[src/sv/rpt_pkg.sv]
// ----------------------------------------------------------------------------
// region profile table package
// shared widths, codes and the structs that travel along the cell chain
// ----------------------------------------------------------------------------
`default_nettype none

package rpt_pkg;

   localparam int SLOTS     = 16;
   localparam int TIME_BITS = 48;

   // fixed field widths of the stream payload
   localparam int KEY_W   = 32;
   localparam int SEL_W   = 4;
   localparam int TS_W    = 48;
   localparam int CALLS_W = 32;
   localparam int TOTAL_W = 64;

   localparam int IDX_BITS = (SLOTS > 1) ? $clog2(SLOTS) : 1;
   localparam int CMP_W    = (IDX_BITS > SEL_W) ? IDX_BITS : SEL_W;

   localparam logic [63:0] MIN_INIT_RAW = 64'd100000000000;
   localparam logic [63:0] TIME_MASK    = (64'd1 << TIME_BITS) - 64'd1;
   localparam logic [TIME_BITS-1:0] MIN_INIT =
      (MIN_INIT_RAW > TIME_MASK) ? TIME_MASK[TIME_BITS-1:0]
                                 : MIN_INIT_RAW[TIME_BITS-1:0];

   typedef enum logic [1:0] {
      OP_BEGIN = 2'd0,
      OP_END   = 2'd1,
      OP_READ  = 2'd2,
      OP_CLEAR = 2'd3
   } op_type;

   typedef enum logic [1:0] {
      ST_OK        = 2'd0,
      ST_FULL      = 2'd1,
      ST_NOT_FOUND = 2'd2,
      ST_EMPTY     = 2'd3
   } status_type;

   typedef enum logic [1:0] {
      S_IDLE,
      S_LOOK,
      S_UPD
   } state_type;

   // broadcast to every cell
   typedef struct packed {
      op_type               op;
      logic [KEY_W-1:0]     key;
      logic [SEL_W-1:0]     idx;
      logic [TIME_BITS-1:0] ts;
      logic                 any_match;
      logic                 look;
      logic                 update;
   } cell_ctl_type;

   // priority scan handed from cell to cell, lowest slot first
   typedef struct packed {
      logic match_seen;
      logic free_seen;
   } scan_type;

   // slot statistics, or-ed along the chain by the one selected cell
   typedef struct packed {
      logic                 any;
      logic [IDX_BITS-1:0]  slot;
      logic [KEY_W-1:0]     key;
      logic [CALLS_W-1:0]   calls;
      logic [TOTAL_W-1:0]   total;
      logic [TIME_BITS-1:0] min_t;
      logic [TIME_BITS-1:0] max_t;
   } stats_type;

endpackage

`default_nettype wire

[src/sv/rpt_cell.sv]
// ----------------------------------------------------------------------------
// region profile table cell
// one table slot: key match, scan hand-off and the begin/end update
// ----------------------------------------------------------------------------
`default_nettype none

module rpt_cell
   import rpt_pkg::*;
(
   input  wire logic                clock,
   input  wire logic                reset,
   input  wire cell_ctl_type        ctl,
   input  wire logic [IDX_BITS-1:0] cell_idx,
   input  wire scan_type            scan_in,
   output scan_type                 scan_out,
   input  wire stats_type           stats_in,
   output stats_type                stats_out,
   output logic                     sel
);

   logic                 valid_ff, valid_in;
   logic                 hit_ff, hit_in;
   logic                 free_ff, free_in;
   logic [KEY_W-1:0]     key_ff;
   logic [TIME_BITS-1:0] start_ff;
   logic [CALLS_W-1:0]   calls_ff;
   logic [TOTAL_W-1:0]   total_ff;
   logic [TIME_BITS-1:0] min_ff;
   logic [TIME_BITS-1:0] max_ff;

   logic                 match;
   logic                 alloc;
   logic [CALLS_W-1:0]   calls_b, calls_n;
   logic [TOTAL_W-1:0]   total_b, total_n;
   logic [TIME_BITS-1:0] min_b, min_n, max_b, max_n, start_n;
   logic [TIME_BITS-1:0] elapsed;
   logic [TOTAL_W:0]     sum;
   stats_type            mine;

   assign match = valid_ff && (key_ff == ctl.key);

   assign scan_out.match_seen = scan_in.match_seen | match;
   assign scan_out.free_seen  = scan_in.free_seen | ~valid_ff;

   always_comb begin
      hit_in  = hit_ff;
      free_in = free_ff;
      if (ctl.look) begin
         hit_in  = match & ~scan_in.match_seen;
         free_in = ~valid_ff & ~scan_in.free_seen;
      end
   end

   always_comb begin
      unique case (ctl.op)
         OP_BEGIN: sel = hit_ff | (free_ff & ~ctl.any_match);
         OP_END:   sel = hit_ff;
         OP_READ:  sel = valid_ff && (CMP_W'(cell_idx) == CMP_W'(ctl.idx));
         OP_CLEAR: sel = 1'b0;
         default:  sel = 1'b0;
      endcase
   end

   assign alloc = (ctl.op == OP_BEGIN) & free_ff & ~ctl.any_match;

   // fresh slot starts from cleared statistics
   assign calls_b = alloc ? '0 : calls_ff;
   assign total_b = alloc ? '0 : total_ff;
   assign min_b   = alloc ? MIN_INIT : min_ff;
   assign max_b   = alloc ? '0 : max_ff;

   assign elapsed = ctl.ts - start_ff;
   assign sum     = {1'b0, total_ff} + (TOTAL_W + 1)'(elapsed);

   always_comb begin
      calls_n = calls_b;
      total_n = total_b;
      min_n   = min_b;
      max_n   = max_b;
      start_n = start_ff;
      unique case (ctl.op)
         OP_BEGIN: begin
            start_n = ctl.ts;
            if (calls_b != '1) begin
               calls_n = calls_b + CALLS_W'(1);
            end
         end
         OP_END: begin
            total_n = sum[TOTAL_W] ? '1 : sum[TOTAL_W-1:0];
            if (elapsed > max_ff) begin
               max_n = elapsed;
            end
            if (elapsed < min_ff) begin
               min_n = elapsed;
            end
         end
         OP_READ, OP_CLEAR: begin
         end
         default: begin
         end
      endcase
   end

   always_comb begin
      valid_in = valid_ff;
      if (ctl.update) begin
         if (ctl.op == OP_CLEAR) begin
            valid_in = 1'b0;
         end else if (alloc) begin
            valid_in = 1'b1;
         end
      end
   end

   always_ff @(posedge clock) begin
      if (reset) begin
         valid_ff <= 1'b0;
         hit_ff   <= 1'b0;
         free_ff  <= 1'b0;
      end else begin
         valid_ff <= valid_in;
         hit_ff   <= hit_in;
         free_ff  <= free_in;
      end
   end

   always_ff @(posedge clock) begin
      if (ctl.update && sel) begin
         if (alloc) begin
            key_ff <= ctl.key;
         end
         start_ff <= start_n;
         calls_ff <= calls_n;
         total_ff <= total_n;
         min_ff   <= min_n;
         max_ff   <= max_n;
      end
   end

   always_comb begin
      mine.any   = 1'b1;
      mine.slot  = cell_idx;
      mine.key   = alloc ? ctl.key : key_ff;
      mine.calls = calls_n;
      mine.total = total_n;
      mine.min_t = min_n;
      mine.max_t = max_n;
   end

   assign stats_out = stats_in | (sel ? mine : '0);

endmodule

`default_nettype wire

[config.mk]
export PLATFORM = sky130hd
export DESIGN_NAME = rpt_cell
export DESIGN_NICKNAME = d
export VERILOG_FILES = /design/src/sv/rpt_pkg.sv /design/src/sv/rpt_cell.sv
export SDC_FILE = /design/constraint.sdc
export NUM_CORES = 1
export LEC_CHECK = 0
export BUFFER_PORTS_ARGS = -buffer_cell sky130_fd_sc_hd__buf_4
export CORE_MARGIN = 4
export CORE_UTILIZATION = 50
export CTS_CLUSTER_SIZE = 10
export DETAILED_ROUTE_END_ITERATION = 7
export GPL_ROUTABILITY_DRIVEN = 0
export PLACE_DENSITY = 0.79
export SKIP_CTS_REPAIR_TIMING = 1
export SLEW_MARGIN = 40
export SYNTH_ARGS = -nofsm -noshare
export SYNTH_HDL_FRONTEND = slang
export SYNTH_SLANG_ARGS = --single-unit
[constraint.sdc]
create_clock -name clock -period 10.7 [get_ports clock]
set_clock_uncertainty 0.15 [all_clocks]
set_input_delay 0.535 -clock clock [delete_from_list [all_inputs] [get_ports clock]]
set_output_delay 0.535 -clock clock [all_outputs]
set_load 0.02 [all_outputs]
=== Word-level counts from Yosys, hierarchy flattened ===
Cells that the tools add are included.

* Output and inout port bits: 232
* Register bits after elaboration: 275
* Bits of input ports: 326
* Logic and storage cells: 57

* Magnitude comparators: 2
* Reduce and logical (&&, ||, !) cells: 7
* Add/sub/neg operators: 3
* Eq/ne operators: 6
* Multiplexer cells: 17
* Bitwise gates (word level): 13

{| class="wikitable"
|+ Operators by type and width
! cell !! count
|-
| 2-to-1 mux 48 bit || 6
|-
| 2-to-1 mux 229 bit || 1
|-
| OR 229 bit || 1
|-
| 2-to-1 mux 64 bit || 3
|-
| 2-to-1 mux 32 bit || 4
|-
| adder 64 x 48 -> 65 bit || 1
|-
| greater-than comparator 48 bit || 1
|-
| < comparator 48 bit || 1
|-
| subtractor 48 bit || 1
|-
| adder 32 x 1 -> 32 bit (second input constant) || 1
|-
| == test 32 bit || 1
|-
| != test 32 bit (second input constant) || 1
|-
| bitwise AND 1 bit || 5
|-
| == test 2 bit (second input constant) || 2
|-
| == test 4 bit || 1
|-
| NOT 1 bit || 4
|-
| case mux 1 bit (4 select lines) || 1
|-
| AND reduction 2 bit || 2
|-
| logical AND 1 bit || 3
|-
| OR 1 bit || 3
|-
| == test 2 x 1 -> 1 bit (second input constant) || 1
|-
| logical NOT 2 bit || 1
|-
| 2-to-1 mux 1 bit || 2
|-
| nonzero test 2 bit || 1
|}

=== Logic depth before layout (Yosys ltp) ===
* Word-level depth: 9
* Depth in mapped cells: 26
* Gate-level depth less buffers: 24

=== Worst setup path after synthesis ===
No wires, ideal clock.

* Path type: input to register
* Start: in ctl[88] (netlist bit)
* End: reg calls_ff[0], enable pin
* Required time: 9.939 ns
* Cell stages on the path: 8
* Setup slack: 2.719 ns
* Arrival time: 7.219 ns
* Setup time: 0.611 ns
* Buffers on the path: 4
* Path through: buf_6 or4b_1 buf_4 o221a_2 inv_1 clkbuf_1 clkbuf_1 and2_1

* Word-level cells in the longest chain between the ends: 3
* Elaborated cells between the ends (all ways): 6
* Classes of those cells: 3 x eq/ne; 1 x mux; 2 x reduce/logical

{| class="wikitable"
|+ Ends and longest elaborated chain
! what !! RTL line !! source
|-
| start, declared || rpt_cell.sv:12 || <nowiki>input wire cell_ctl_type ctl,</nowiki>
|-
| == test 2 bit (tied with other cells) || rpt_cell.sv:55 || <nowiki>unique case (ctl.op)</nowiki>
|-
| case mux 1 bit (4 select lines) (*) || rpt_cell.sv:55 ||
|-
| logical AND 1 bit (*) || rpt_cell.sv:128 || <nowiki>if (ctl.update && sel) begin</nowiki>
|-
| end signal, assigned || rpt_cell.sv:133 || <nowiki>calls_ff <= calls_n;</nowiki>
|-
| end, declared || rpt_cell.sv:26 || <nowiki>logic [CALLS_W-1:0] calls_ff;</nowiki>
|}

Every way passes the cells marked *; elsewhere a longest branch is shown, timed or not.
A chain may end at the register's enable or synchronous reset.

==> metrics.md <==
| Metric | Value |
|---|---|
| Run status | completed |
| CP Data Required Time | 10.02 ns |
| Layout cell share with drive strength beyond 1 | 23.0% |
| Total routed wirelength | 79900 µm |
| PD cells | 113 mW/mm² |
| Count of placed standard cells in the final layout, fillers left out | 3622 |
| Internal power contribution | 2.21 mW |
| Proportion of power drawn by the clock network | 35.0% |
| Cell type with the highest aggregate area in the netlist | sky130_fd_sc_hd__edfxtp_1 |
| Primary FF master, synth | sky130_fd_sc_hd__edfxtp_1 |
| Actual transition at the worst max-transition pin | 0.854 ns |
| Chip Height | 220 µm |
| Area of the multi-input gates | 0.0131 mm² |
| Pleak | 13.2 nW |
| CTS H-tree depth | 2 |
| Setup repair after global routing missed its margin | no |
| Final cycle utilization of the critical path | 79.4% |
| Commonest cells post-synth | sky130_fd_sc_hd__edfxtp_1 (272), sky130_fd_sc_hd__a21oi_1 (258), sky130_fd_sc_hd__a21o_1 (240) |
| Post-synthesis sequential area ratio | 36.6% |
| CTS Root Cell | sky130_fd_sc_hd__clkbuf_16 |
| Share of the synthesized area in the top cell type | 36.3% |
| Routed length per instance | 22.1 µm |
| Worst reg-to-reg setup slack | 3.34 ns |
| Terminus of the critical flop-to-flop path | max_ff[27] |
| Dominant cell by count in the synthesized netlist | sky130_fd_sc_hd__edfxtp_1 |
| Worst setup path class | reg -> out |
| Bufs on Longest Clock Path | 3 |
| Core region area | 0.0443 mm² |
| Cell with the largest stage delay on the worst path | sky130_fd_sc_hd__buf_4 |
| Iteration-0 DRC Markers | 2538 |
| Post-detailed-route DRC marker count | 0 |
| Reg2Reg Depth | 23 |
| Max-cap violation count | 0 |
| NumNets Final | 3534 |
| Async set-reset flop share out of synthesis | 0% |
| Setup violators final | 0 |
| Total global-route track usage | 31.2% |
| Critical Path Sink Type | primary output |
| Number of stages on the worst setup path | 25 |
| Global-route wire length before repair | 119000 µm |
| Area growth syn-to-layout | 25.5% |
| Part of the total power dissipated in sequential elements | 37.5% |
| Total design power | 3.19 mW |
| Source of the worst register-to-register timing path | start_ff[0] |
| Termination of the worst setup path | stats_out[27] |
| Normalized max-slew margin | 43.0% |
| TritonCTS clock tree | yes |
| Maximum vdd ir drop | 0.000101 V |
| DIE WIDTH | 220 µm |
| Number of clock sinks | 275 |
| Pin count of the biggest net entering global routing | 101 |
| Number of instances in the synthesized netlist | 2509 |
| Number of global-route vias before repair | 21446 |
| I/O pin total | 558 |
| Total of warnings raised by yosys | 0 |
| Initial Utilization | 50.8% |
| Crit-path max FO | 75 |
| Largest stage delay, worst path | 0.58 ns |
| Final worst path period need | 8.50 ns |
| Endpoints failing hold | 0 |
| Final total negative setup slack | 0 ns |
| Post-detailed-route via-to-cell ratio | 6.13 |
| Count of buffering cells on the critical path with inverters included | 4 |
| Storage element area | 0.00823 mm² |
| Unique cell type count in the Yosys netlist | 91 |
| TritonRoute pass-1 iters | 6 |
| Fill count | 3643 |
| Data arrival time of the critical path | 7.81 ns |
| DRT antenna net count | 0 |
| Full die area | 0.0485 mm² |
| Power dissipated by switching net loads | 979 µW |
| Cell types occupying the most area after synthesis | sky130_fd_sc_hd__edfxtp_1 (36%), sky130_fd_sc_hd__ha_1 (11%), sky130_fd_sc_hd__a21o_1 (8.0%) |
| Initial antenna violation count | 3 |
| Total congestion overflow after global routing | 0 |
| Clock-pin slew of the registers on the worst-case setup and hold paths | 0.06 ns |
| Combinational power share | 27.5% |
| Worst hold margin | 0.0303 ns |
| Number of enable flip-flop cells after synthesis | 272 |
| Sum of net half-perimeters after detailed placement | 60900 µm |
| Post-synthesis instance area | 0.0225 mm² |
| Number of rows created at floorplan | 77 |
| Number of buffer cells added on primary ports | 557 |
| Crit. Startpoint | start_ff[0] |
| Total CTS buffers | 35 |
| Insertion delay of the later-clocked pin in the worst-skew pair | 0.54 ns |
| Via Count | 22201 |
| Cells after DPL | 3565 |
| Count of pins over their slew limit | 0 |
| Switch share | 30.7% |
| Total nets after synthesis | 3032 |
| Startpoint Class | flip-flop |
| Syn avg cell area | 8.97 µm² |
| Upper clock frequency limit | 118 MHz |
| Path category of the worst min-delay check | in -> reg |
| Family with the most delay on the worst path | compound AO/OA/AOI/OAI gates |
| Flops & latches, synth | 275 |
==> cell families (layout without fill, tap and decap cells) <==
family / Yosys count / in the layout / synth area share (%)
AOI/OAI and AO/OA: 877 / 877 / 25.4
and+or+nand+nor: 668 / 668 / 14.5
buffers and inverters: 321 / 840 / 5.67
DFF: 275 / 275 / 36.6
adders and majority gates: 197 / 197 / 11.0
xor gates and xnor gates: 154 / 154 / 5.99
muxes: 17 / 17 / 0.839
other: 0 / 2 / 0
==> power by group through the flow <==
stage	Combinational [mW]	Sequential (mW)	Clock, mW
after global routing	0.946	1.19	1.17
after CTS	0.861	1.19	1.13
after floorplan	0.515	1.22	0
after global placement	0.832	1.22	0
final	0.877	1.19	1.12
after detailed placement	0.854	1.22	0
==> worst min path at each step <==
stage,start,endpoint,cells after the start
final,reset,hit_ff,2
after global routing,ctl[16],start_ff[13],1
after CTS,reset,valid_ff,2
after detailed placement,free_ff,free_ff,2
after global placement,free_ff,free_ff,2
after floorplan,hit_ff,hit_ff,2
==> state kept, by name, indices dropped and copies added, names as in the netlist <==
signal and count:
total_ff 64, valid_ff 1, free_ff 1, key_ff 32
calls_ff 32, max_ff 48, min_ff 48, hit_ff 1
start_ff 48
==> worst register-to-register path: stages (launching register included) <==
cell and delay, ns:
sky130_fd_sc_hd__edfxtp_1 0.38, sky130_fd_sc_hd__ha_1 0.22, sky130_fd_sc_hd__fa_1 0.40, sky130_fd_sc_hd__nand2b_1 0.19, sky130_fd_sc_hd__a21oi_1 0.29, sky130_fd_sc_hd__o2111ai_1 0.45, sky130_fd_sc_hd__nand3_1 0.30, sky130_fd_sc_hd__a21oi_1 0.16
sky130_fd_sc_hd__o21a_1 0.24, sky130_fd_sc_hd__o31ai_2 0.52, sky130_fd_sc_hd__a31oi_1 0.19, sky130_fd_sc_hd__xor2_1 0.45, sky130_fd_sc_hd__inv_1 0.22, sky130_fd_sc_hd__ha_1 0.23, sky130_fd_sc_hd__a21o_1 0.18, sky130_fd_sc_hd__a21o_1 0.18
sky130_fd_sc_hd__a21oi_1 0.16, sky130_fd_sc_hd__nor2_1 0.06, sky130_fd_sc_hd__a2111oi_0 0.46, sky130_fd_sc_hd__o21ai_0 0.17, sky130_fd_sc_hd__o211ai_1 0.20, sky130_fd_sc_hd__buf_4 0.27, sky130_fd_sc_hd__buf_4 0.58, sky130_fd_sc_hd__o21ai_0 0.39
==> placed cells by master, fill, tap and decap left out, types with 6 or more instances in the layout <==
master / netlist / routed
sky130_fd_sc_hd__nor3_1: 32 / 32
sky130_fd_sc_hd__a21o_1: 240 / 240
sky130_fd_sc_hd__a21oi_1: 258 / 258
sky130_fd_sc_hd__a31o_2: 9 / 9
sky130_fd_sc_hd__nand4_1: 51 / 51
sky130_fd_sc_hd__a221o_1: 20 / 20
sky130_fd_sc_hd__ha_1: 195 / 195
sky130_fd_sc_hd__and4_1: 6 / 6
sky130_fd_sc_hd__nand3_1: 87 / 87
sky130_fd_sc_hd__inv_1: 206 / 205
sky130_fd_sc_hd__a211oi_1: 6 / 6
sky130_fd_sc_hd__clkbuf_1: 84 / 10
sky130_fd_sc_hd__nor2_1: 138 / 135
sky130_fd_sc_hd__o21a_1: 13 / 13
sky130_fd_sc_hd__o21ai_0: 138 / 138
sky130_fd_sc_hd__a21oi_2: 7 / 7
sky130_fd_sc_hd__xnor2_1: 94 / 93
sky130_fd_sc_hd__o21bai_1: 47 / 47
sky130_fd_sc_hd__nand2_1: 218 / 218
sky130_fd_sc_hd__a31oi_1: 29 / 29
sky130_fd_sc_hd__o211ai_1: 13 / 13
sky130_fd_sc_hd__nand2b_1: 16 / 16
sky130_fd_sc_hd__mux2_2: 14 / 14
sky130_fd_sc_hd__or3_1: 23 / 23
sky130_fd_sc_hd__o31ai_1: 16 / 16
sky130_fd_sc_hd__and3_1: 24 / 23
sky130_fd_sc_hd__xor2_1: 60 / 57
sky130_fd_sc_hd__clkbuf_16: 0 / 37
sky130_fd_sc_hd__edfxtp_1: 272 / 272
sky130_fd_sc_hd__and2_1: 20 / 18
sky130_fd_sc_hd__nor2b_1: 17 / 16
sky130_fd_sc_hd__o21ai_1: 19 / 18
sky130_fd_sc_hd__buf_4: 5 / 575
==> through the flow <==
stage / cell area [µm²] / setup slack, ns / util, %
after floorplan: 22500 / 2.72 / -
after global placement: 27100 / 2.77 / 61.2
after CTS: 28200 / 2.44 / 63.6
after global routing: 28200 / 1.87 / 63.7
final: 28200 / 2.20 / 63.7
after detailed placement: 27200 / 2.76 / 61.3
==> layout make-up <==
cell class / count / area share (%)
clock buffers: 48 / 3.46
inverters: 207 / 2.77
clock inverters: 6 / 0.182
repair buffers: 579 / 15.5
multi-input cells: 1913 / 46.3
diodes: 2 / 0.0177
well taps: 592 / 2.62
flip-flops and latches: 275 / 29.1
==> per-layer routing <==
| layer | routed length (µm) | track usage [%] |
|---|---|---|
| met3 | 8050 | 5.11 |
| met2 | 37300 | 50.7 |
| met4 | 2540 | 10.4 |
| met5 | 13 | 0 |
| met1 | 32000 | 42.5 |
Power figures use the tool's default switching activity.
